File: src/assert_macros.svh
// Assertion macros shared by the Julia pixel unit RTL.
// No dependencies; compiled away when SYNTHESIS is defined.
`ifndef ASSERT_MACROS_SVH
`define ASSERT_MACROS_SVH

`ifndef SYNTHESIS
`define ASSERT_IMPL(lbl, clk, rst_n, ante, cons) \
  lbl: assert property (@(posedge clk) disable iff (!rst_n) (ante) |-> (cons)) \
    else $error("same-cycle implication check failed");
`define ASSERT_NEXT(lbl, clk, rst_n, ante, cons) \
  lbl: assert property (@(posedge clk) disable iff (!rst_n) (ante) |=> (cons)) \
    else $error("next-cycle implication check failed");
`else
`define ASSERT_IMPL(lbl, clk, rst_n, ante, cons)
`define ASSERT_NEXT(lbl, clk, rst_n, ante, cons)
`endif

`endif

File: src/jsep_pkg.sv
// Package for the Julia set escape-time pixel unit: payload, config and
// control types, register indexes, constants and saturation helper. No deps.
`timescale 1ns / 1ps

package jsep_pkg;

  typedef struct packed {
    logic [9:0] column;
    logic [9:0] row;
  } req_t;

  typedef struct packed {
    logic [7:0] red;
    logic [7:0] green;
    logic [7:0] blue;
    logic [7:0] iterations;
  } res_t;

  typedef struct packed {
    logic [31:0] start_re;
    logic [31:0] start_im;
    logic [31:0] step_re;
    logic [31:0] step_im;
    logic [31:0] const_re;
    logic [31:0] const_im;
    logic [7:0]  max_iter;
    logic [10:0] image_width;
  } cfg_t;

  // register indexes (byte address = 4 * index)
  localparam logic [2:0] REG_START_RE    = 3'd0;
  localparam logic [2:0] REG_START_IM    = 3'd1;
  localparam logic [2:0] REG_STEP_RE     = 3'd2;
  localparam logic [2:0] REG_STEP_IM     = 3'd3;
  localparam logic [2:0] REG_CONST_RE    = 3'd4;
  localparam logic [2:0] REG_CONST_IM    = 3'd5;
  localparam logic [2:0] REG_MAX_ITER    = 3'd6;
  localparam logic [2:0] REG_IMAGE_WIDTH = 3'd7;

  localparam logic [31:0] RST_START_RE    = 32'(-429496730);
  localparam logic [31:0] RST_START_IM    = 32'(-295279002);
  localparam logic [31:0] RST_STEP_RE     = 32'(3019899);
  localparam logic [31:0] RST_STEP_IM     = 32'(2460658);
  localparam logic [31:0] RST_CONST_RE    = 32'(-107374182);
  localparam logic [31:0] RST_CONST_IM    = 32'(161061274);
  localparam logic [7:0]  RST_MAX_ITER    = 8'd60;
  localparam logic [10:0] RST_IMAGE_WIDTH = 11'd320;

  // escape bound 4.0 in Q8.56
  localparam logic [63:0] ESC_BOUND = 64'h0400_0000_0000_0000;

  // color gains: 9*255, 15*255, 2*8.5*255
  localparam logic [12:0] K_RED   = 13'd2295;
  localparam logic [12:0] K_GREEN = 13'd3825;
  localparam logic [12:0] K_BLUE  = 13'd4335;

  // quotient bits of t = count * 2^16 / max_iter
  localparam logic [4:0] DIV_STEPS = 5'd17;

  typedef enum logic [3:0] {
    ST_IDLE,
    ST_INIT_MUL,
    ST_INIT_SUM,
    ST_ITER_MUL,
    ST_ITER_CHK,
    ST_DIV,
    ST_COL_MUL1,
    ST_COL_MUL2,
    ST_COL_HI,
    ST_COL_LO,
    ST_COL_OUT
  } ctrl_state_e;

  typedef enum logic [3:0] {
    OP_NONE,
    OP_LOAD,
    OP_INIT_MUL,
    OP_INIT_SUM,
    OP_ITER_MUL,
    OP_ITER_UPD,
    OP_DIV_STEP,
    OP_COL_MUL1,
    OP_COL_MUL2,
    OP_COL_HI,
    OP_COL_LO,
    OP_COL_OUT
  } dp_op_e;

  typedef struct packed {
    dp_op_e op;
  } cmd_t;

  typedef struct packed {
    logic cont;  // iterate again: count below limit and |z|^2 < 4
  } sts_t;

  function automatic logic signed [31:0] sat32(input logic signed [63:0] v);
    logic signed [31:0] r;
    if (v > 64'sh0000_0000_7FFF_FFFF) begin
      r = 32'sh7FFF_FFFF;
    end else if (v < -64'sh0000_0000_8000_0000) begin
      r = -32'sh8000_0000;
    end else begin
      r = v[31:0];
    end
    return r;
  endfunction

endpackage

File: src/jsep_ctrl.sv
// Sequencer for the Julia pixel unit: walks init, iteration, divide and
// color steps and issues datapath commands. Depends on jsep_pkg.
`timescale 1ns / 1ps

module jsep_ctrl import jsep_pkg::*; (
  input  logic clk_i,
  input  logic rst_ni,
  input  logic start_i,
  output logic busy_o,
  output cmd_t cmd_o,
  input  sts_t sts_i
);

  ctrl_state_e state_q, state_d;
  logic [4:0]  div_cnt_q, div_cnt_d;

  // next state
  always_comb begin
    state_d   = state_q;
    div_cnt_d = div_cnt_q;
    case (state_q)
      ST_IDLE: begin
        if (start_i) begin
          state_d = ST_INIT_MUL;
        end
      end
      ST_INIT_MUL: state_d = ST_INIT_SUM;
      ST_INIT_SUM: state_d = ST_ITER_MUL;
      ST_ITER_MUL: state_d = ST_ITER_CHK;
      ST_ITER_CHK: begin
        div_cnt_d = '0;
        state_d   = sts_i.cont ? ST_ITER_MUL : ST_DIV;
      end
      ST_DIV: begin
        div_cnt_d = div_cnt_q + 5'd1;
        if (div_cnt_q == DIV_STEPS - 5'd1) begin
          state_d = ST_COL_MUL1;
        end
      end
      ST_COL_MUL1: state_d = ST_COL_MUL2;
      ST_COL_MUL2: state_d = ST_COL_HI;
      ST_COL_HI:   state_d = ST_COL_LO;
      ST_COL_LO:   state_d = ST_COL_OUT;
      ST_COL_OUT:  state_d = ST_IDLE;
      default:     state_d = ST_IDLE;
    endcase
  end

  // outputs
  always_comb begin
    busy_o    = (state_q != ST_IDLE);
    cmd_o.op  = OP_NONE;
    case (state_q)
      ST_IDLE:     cmd_o.op = start_i ? OP_LOAD : OP_NONE;
      ST_INIT_MUL: cmd_o.op = OP_INIT_MUL;
      ST_INIT_SUM: cmd_o.op = OP_INIT_SUM;
      ST_ITER_MUL: cmd_o.op = OP_ITER_MUL;
      ST_ITER_CHK: cmd_o.op = OP_ITER_UPD;
      ST_DIV:      cmd_o.op = OP_DIV_STEP;
      ST_COL_MUL1: cmd_o.op = OP_COL_MUL1;
      ST_COL_MUL2: cmd_o.op = OP_COL_MUL2;
      ST_COL_HI:   cmd_o.op = OP_COL_HI;
      ST_COL_LO:   cmd_o.op = OP_COL_LO;
      ST_COL_OUT:  cmd_o.op = OP_COL_OUT;
      default:     cmd_o.op = OP_NONE;
    endcase
  end

  always_ff @(posedge clk_i or negedge rst_ni) begin
    if (!rst_ni) begin
      state_q   <= ST_IDLE;
      div_cnt_q <= '0;
    end else begin
      state_q   <= state_d;
      div_cnt_q <= div_cnt_d;
    end
  end

endmodule

File: config.mk
export PLATFORM = sky130hd
export DESIGN_NAME = jsep_ctrl
export DESIGN_NICKNAME = d
export VERILOG_FILES = /design/src/assert_macros.svh /design/src/jsep_pkg.sv /design/src/jsep_ctrl.sv
export SDC_FILE = /design/constraint.sdc
export NUM_CORES = 1
export LEC_CHECK = 0
export ABC_CLOCK_PERIOD_IN_PS = 2800
export BUFFER_PORTS_ARGS = -buffer_cell sky130_fd_sc_hd__buf_4
export CAP_MARGIN = 20
export CORE_AREA = 2 2 39 41
export CTS_CLUSTER_DIAMETER = 40
export CTS_CLUSTER_SIZE = 8
export DETAILED_ROUTE_END_ITERATION = 8
export DIE_AREA = 0 0 41 43
export HOLD_SLACK_MARGIN = 0.05
export PLACE_DENSITY = 0.73
export SYNTH_ARGS = -nofsm -noshare
export SYNTH_HDL_FRONTEND = slang
export SYNTH_SLANG_ARGS = --single-unit
File: constraint.sdc
create_clock -name clk_i -period 2.8 [get_ports clk_i]
set_input_delay 0.28 -clock clk_i [delete_from_list [all_inputs] [get_ports clk_i]]
set_output_delay 0.28 -clock clk_i [all_outputs]
set_load 0.02 [all_outputs]
==> results of run 1 <==
[registers in the layout, summed over array words and instances (netlist names)]
name / cells
div_cnt_q: 5
state_q: 4
[cell families (layout without fill, tap and decap cells)]
kind of cell	after synthesis	count (layout)
and+or+nand+nor	21	21
AOI/OAI and AO/OA	19	19
buffers and inverters	11	19
muxes	1	1
adders and majority gates	2	2
DFF	9	9
xor gates and xnor gates	2	2
[critical path, delay by kind of cell, from the launching register on]
kind / cells / cell delay, ns
flops: 1 / 0.52
simple gates: 2 / 0.49
buf+inv: 2 / 0.29
[worst max-delay path by stage]
stage | cells after the start | to | start | slack, ns
6_report | 4 | cmd_o[3] | state_q[2] | 0.95
5_1_grt | 4 | cmd_o[3] | state_q[0] | 0.81
4_1_cts | 4 | cmd_o[3] | state_q[0] | 0.96
3_5_place_dp | 3 | div_cnt_q[3] | state_q[2] | 1.24
3_3_place_gp | 3 | div_cnt_q[3] | state_q[2] | 1.23
2_1_floorplan | 3 | cmd_o[0] | state_q[3] | 1.29
[metal layers]
metal	wire length, um	GRT usage, %	up-vias	share of wire, %
met5	0	0	-	0
met4	19	8.00	0	1.8
met3	41	4.71	4	3.9
met2	482	18.4	9	45
met1	519	22.4	242	49
li1	-	-	253	-
[layout make-up]
| type | instances | area [um2] | share of cell area (%) |
|---|---|---|---|
| sequential | 9 | 225 | 33.7 |
| clock buffer | 4 | 26.3 | 3.93 |
| tap | 16 | 20.0 | 3.00 |
| multi-input combinational | 45 | 304 | 45.5 |
| timing repair buffer | 9 | 70.1 | 10.5 |
| inverter | 6 | 22.5 | 3.37 |
[through the flow]
step / setup WS, ns / util, % / total power [uW] / cells / area [um2]
floorplan: 1.29 / - / 609 / 65 / 594
detailed placement: 1.24 / 45.7 / 695 / 84 / 632
global route: 0.811 / 48.3 / 863 / 89 / 668
global placement: 1.23 / 45.7 / 690 / 84 / 632
CTS: 0.959 / 48.3 / 804 / 89 / 668
finish: 0.953 / 48.3 / 800 / 89 / 668
[cell usage in the layout (no fill, tap or decap), types with 2 or more instances in the layout]
cell type,instances
inv_1,6
a21o_1,2
clkbuf_4,3
nor2_1,3
ha_1,2
a21oi_1,3
dfrtp_1,9
nand2_1,4
nand3_1,4
buf_4,8
nand2b_1,2
o21ai_0,5
xnor2_1,2
[power by group]
group | internal [uW] | total, uW | switching (uW)
clock network | 55.1 | 104 | 48.9
logic | 201 | 413 | 211
registers | 182 | 283 | 101
==> summary.md, run 1 <==
| Metric | Value |
|---|---|
| Outcome | complete, no violations |
| Worst-path clk slew | 0.06 ns |
| Nets | 80 |
| Buffers added on ports | 8 |
| Synth area leader | dfrtp_1 |
| DR iter-0 viols | 22 |
| Top area cells in the synthesized netlist | dfrtp_1 (38%), buf_6 (5.7%), ha_1 (4.2%) |
| EDFF count, synth | 0 |
| CTS Hold Bufs | 1 |
| Synth Register Bits | 9 |
| DR vias/cell | 5.71 |
| TritonCTS clock tree | yes |
| Total core area | 1380 um2 |
| RSZ-0062 raised after global routing | false |
| Ant diodes | 0 |
| CP max-delay cell | dfrtp_1 |
| Clock buffer depth | 2 |
| Synthesized area | 594 um2 |
| CP required | 2.52 ns |
| Post-synthesis compound-gate area fraction | 21.7% |
| First-pass GRT wire length | 1790 um |
| Clock latency at the later pin of the worst-skew pair | 0.27 ns |
| Synthesis-to-layout area growth | 12.4% |
| Tcrit/Tclk final | 66.0% |
| Post-synthesis net count | 71 |
| Share of layout cells above drive strength 1 | 19.2% |
| Synth Area in Adders | 4.21% |
| Worst-case reg-to-reg path depth | 3 |
| Hold Vio Cnt, Final | 0 |
| Post-synth top cells | dfrtp_1 (9), inv_1 (6), o21ai_0 (5) |
| Pin count of the biggest net entering global routing | 14 |
| Critical-path cell list | inv_1 -> or3_1 -> nand2_1 -> buf_4 |
| Worst setup SP type | flip-flop |
| Gpl congestion | 0.756 |
| Vias in the first global route | 402 |
| Post-CTS Setup Repair Bufs | 0 |
| RR Startpoint | state_q[2] |
| Arrival @ worst endpoint | 1.57 ns |
| Post-Route WL | 1060 um |
| Row cnt | 14 |
| Worst slew pin tran | 0.363 ns |
| Pwr Density | 1200 nW/um2 |
| Max-slew violations | 0 |
| Xor-xnor portion of the synthesized cell area | 2.95% |
| # H-tree levels | 1 |
| Initial antenna violation count | 0 |
| Post-DP HPWL | 740 um |
| Die Y | 43 um |
| Post-route setup TNS | 0 ns |
| Mapped Cells | 65 |
| Die X | 41 um |
| Synth warn | 0 |
| Reg2reg end | div_cnt_q[3] |
| Minimum clock period | 1.85 ns |
| Num Clock Sinks | 9 |
| Worst Skew | 0.00404 ns |
| Die Outline Area | 1760 um2 |
| R2R Setup Slk | 1.20 ns |
| WHS | 0.296 ns |
| Top-area cell type share of the netlist area | 37.9% |
| Ports | 9 |
| Hold_sp | sts_i |
| Hold Path Cell Cnt | 3 |
| GRT Util Overall | 14.9% |
| Register area share after synthesis | 37.9% |
| Hold path endpoint | state_q[2] |
| Slew headroom | 75.4% |
| Layout fillers | 131 |
| CP endpoint kind | output port |
| CTS Root Cell | clkbuf_4 |
| Initial core utilization | 42.9% |
| Ys flop type | dfrtp_1 |
| GRT Residual Overflow | 0 |
| First-pass DRT Iterations | 5 |
| Unique cell type count in the Yosys netlist | 32 |
| Final setup vio count | 0 |
| Asr flop ratio synth | 100% |
| TritonCTS Buffers | 3 |
| Leakage power | 0.000300 uW |
| Syn avg cell area | 9.14 um2 |
| IR drop worst, VDD | 0.000575 V |
| Worst Path Max Fanout | 11 |
| Routed Antenna Nets | 0 |
| # Max-Cap Violations | 0 |
| DRC | 0 |
| Worst Hold Class | primary input to flip-flop |
| Routed via count | 508 |
| Top-count cell post-synth | dfrtp_1 |
| Routed len/inst | 11.9 um |
| Peak Freq | 541 MHz |
| CP max stage delay | 0.52 ns |
| Simple-gate share of the synthesized area | 20.4% |
| Number of gates resized after CTS | 0 |
| Mux contribution to synthesized area | 1.89% |
| Largest family of logic cells by synthesized area | compound AO/OA/AOI/OAI gates |
| Critical path type | flip-flop to output port |
Note: power is estimated with default switching activity, not from simulation.
==> run 2: changes to the inputs <==
- ABC_CLOCK_PERIOD_IN_PS: 2800 -> 1800
- clock period: 2.8 -> 1.8 ns (I/O delays scaled with it)
==> summary.md, run 2 (same netlist as run 1, synthesis figures left out) <==
| Metric | Value |
|---|---|
| Max-slew violations | 0 (unchanged) |
| Minimum clock period | 1.64 ns |
| Top reg by flops | div_cnt_q |
| Pin count of the biggest net entering global routing | 12 (-2) |
| Top flop regs | div_cnt_q: 5 flops, state_q: 4 flops |
| Buffers added on ports | 8 (unchanged) |
| # Max-Cap Violations | 0 (unchanged) |
| Worst setup SP type | flip-flop |
| Share of layout cells above drive strength 1 | 24.0% (+4.8 points) |
| CTS Root Cell | clkbuf_4 |
| Total power | 1280 uW (+60%) |
| Nets | 82 (+2.5%) |
| Comb pwr share | 55.6% (+4.0 points) |
| TritonCTS Buffers | 3 (unchanged) |
| Die Y | 43 um (unchanged) |
| Worst Skew | 0.00628 ns (+0.00224 ns) |
| DR vias/cell | 5.40 (-5.5%) |
| Leakage power | 0.000307 uW (+2.6%) |
| Commonest non-fill, non-tap cell in the layout | buf_4 |
| Tcrit/Tclk final | 91.0% |
| Ports | 9 (unchanged) |
| First-pass DRT Iterations | 4 (-1) |
| Sw Ratio | 44.1% (-1.0 points) |
| Clock buffer depth | 2 (unchanged) |
| Routed Antenna Nets | 0 (unchanged) |
| Worst Hold Class | primary input to flip-flop |
| Internal power | 714 uW (+63%) |
| Post-route worst setup slack | 0.162 ns (-0.792 ns) |
| Post-DP HPWL | 768 um (+3.7%) |
| IR drop worst, VDD | 0.000785 V (+36%) |
| Largest register FFs | 5 (unchanged) |
| Outcome | complete, no violations |
| CP required | 1.62 ns (-0.90 ns) |
| Die Outline Area | 1760 um2 (unchanged) |
| DR iter-0 viols | 16 (-27%) |
| Peak Freq | 610 MHz |
| Num Clock Sinks | 9 (unchanged) |
| Initial antenna violation count | 0 (unchanged) |
| CP endpoint kind | output port |
| Worst Path Max Fanout | 11 (unchanged) |
| Ant diodes | 0 (unchanged) |
| Routed len/inst | 12.1 um (+1.7%) |
| Worst slack, placed | 0.261 ns (-0.977 ns) |
| Gpl congestion | 0.829 (+9.8%) |
| RSZ-0062 raised after global routing | false |
| Post-Route WL | 1100 um (+4.0%) |
| Slew headroom | 76.7% (+1.3 points) |
| GRT Residual Overflow | 0 (unchanged) |
| Clock latency at the later pin of the worst-skew pair | 0.26 ns (about the same) |
| Worst slew pin tran | 0.345 ns (-0.0185 ns) |
| Clock power frac | 12.4% (-0.6 points) |
| Final setup vio count | 0 (unchanged) |
| Initial core utilization | 42.9% (unchanged) |
| Routed via count | 491 (-3.3%) |
| GRT Util Overall | 16.5% (+1.6 points) |
| Worst-path clk slew | 0.06 ns (about the same) |
| TritonCTS clock tree | yes |
| Total core area | 1380 um2 (unchanged) |
| First-pass GRT wire length | 2040 um (+13%) |
| Row cnt | 14 (unchanged) |
| P_sw | 564 uW (+56%) |
| Pwr Density | 1860 nW/um2 (+56%) |
| Die X | 41 um (unchanged) |
| Arrival @ worst endpoint | 1.46 ns (-0.11 ns) |
| Most frequent cells in the layout | buf_4 (10), dfrtp_1 (7), inv_1 (6), o21ai_0 (5) |
| Post-route setup TNS | 0 ns (unchanged) |
| Synthesis-to-layout area growth | 15.4% |
| Share of power burned in registers | 31.9% (-3.4 points) |
| Vias in the first global route | 472 (+17%) |
| DRC | 0 (unchanged) |
| Critical path type | flip-flop to output port |
| Hold Vio Cnt, Final | 0 (unchanged) |
| # H-tree levels | 1 (unchanged) |
-- run 2: final timing paths --
check	from	to	slack, ns	depth (start not counted)
max	state_q[2]	cmd_o[3]	0.16	4
min	sts_i	state_q[2]	0.20	3
max reg2reg	state_q[1]	div_cnt_q[3]	0.27	3
min reg2reg	div_cnt_q[4]	div_cnt_q[4]	0.50	1
max in group asynchronous	rst_ni	state_q[2]	1.38	2
min in group asynchronous	rst_ni	div_cnt_q[1]	0.27	2
-- run 2: repair_timing --
action,CTS,global route
setup endpoints to repair,0,1
endpoints found under the hold margin,9,0
setup buffers,0,0
hold buffers,1,0
gates resized for setup,0,2
-- run 2: metal layers --
layer	up-vias	part of all wire [%]	track usage [%]
met5	-	0	0
met3	0	2.4	1.57
met1	234	48	24.2
li1	250	-	-
met2	7	50	23.4
met4	0	0	8.00
-- run 2: metrics by stage --
stage / cell area [um2] / utilization [%] / cells / hold WS (ns)
finish: 686 / 49.5 / 91 / 0.202
global route: 686 / 49.5 / 91 / 0.206
detailed placement: 647 / 46.7 / 86 / 0.00924
global placement: 647 / 46.7 / 86 / 0.00740
CTS: 683 / 49.4 / 91 / 0.203
floorplan: 594 / - / 65 / -0.116
-- run 2: layout make-up --
type / instances / area (um2)
Clock buffer: 4 / 26.3
Sequential cell: 9 / 228
Timing Repair Buffer: 11 / 85.1
Tap cell: 16 / 20.0
Inverter: 6 / 22.5
Multi-Input combinational cell: 45 / 304
Fill cell: 129 / 698
-- run 2: critical path, cell delays in order, from the launching register on --
cell and delay [ns]:
dfrtp_2 0.45, inv_1 0.13, or3_1 0.41, nand2_1 0.08, buf_4 0.13
-- run 2: power by group through the flow --
stage	combinational [uW]	sequential, uW	clock, uW
CTS	715	402	165
floorplan	609	338	0
global placement	706	398	0
global route	796	429	176
detailed placement	710	404	0
finish	711	408	159
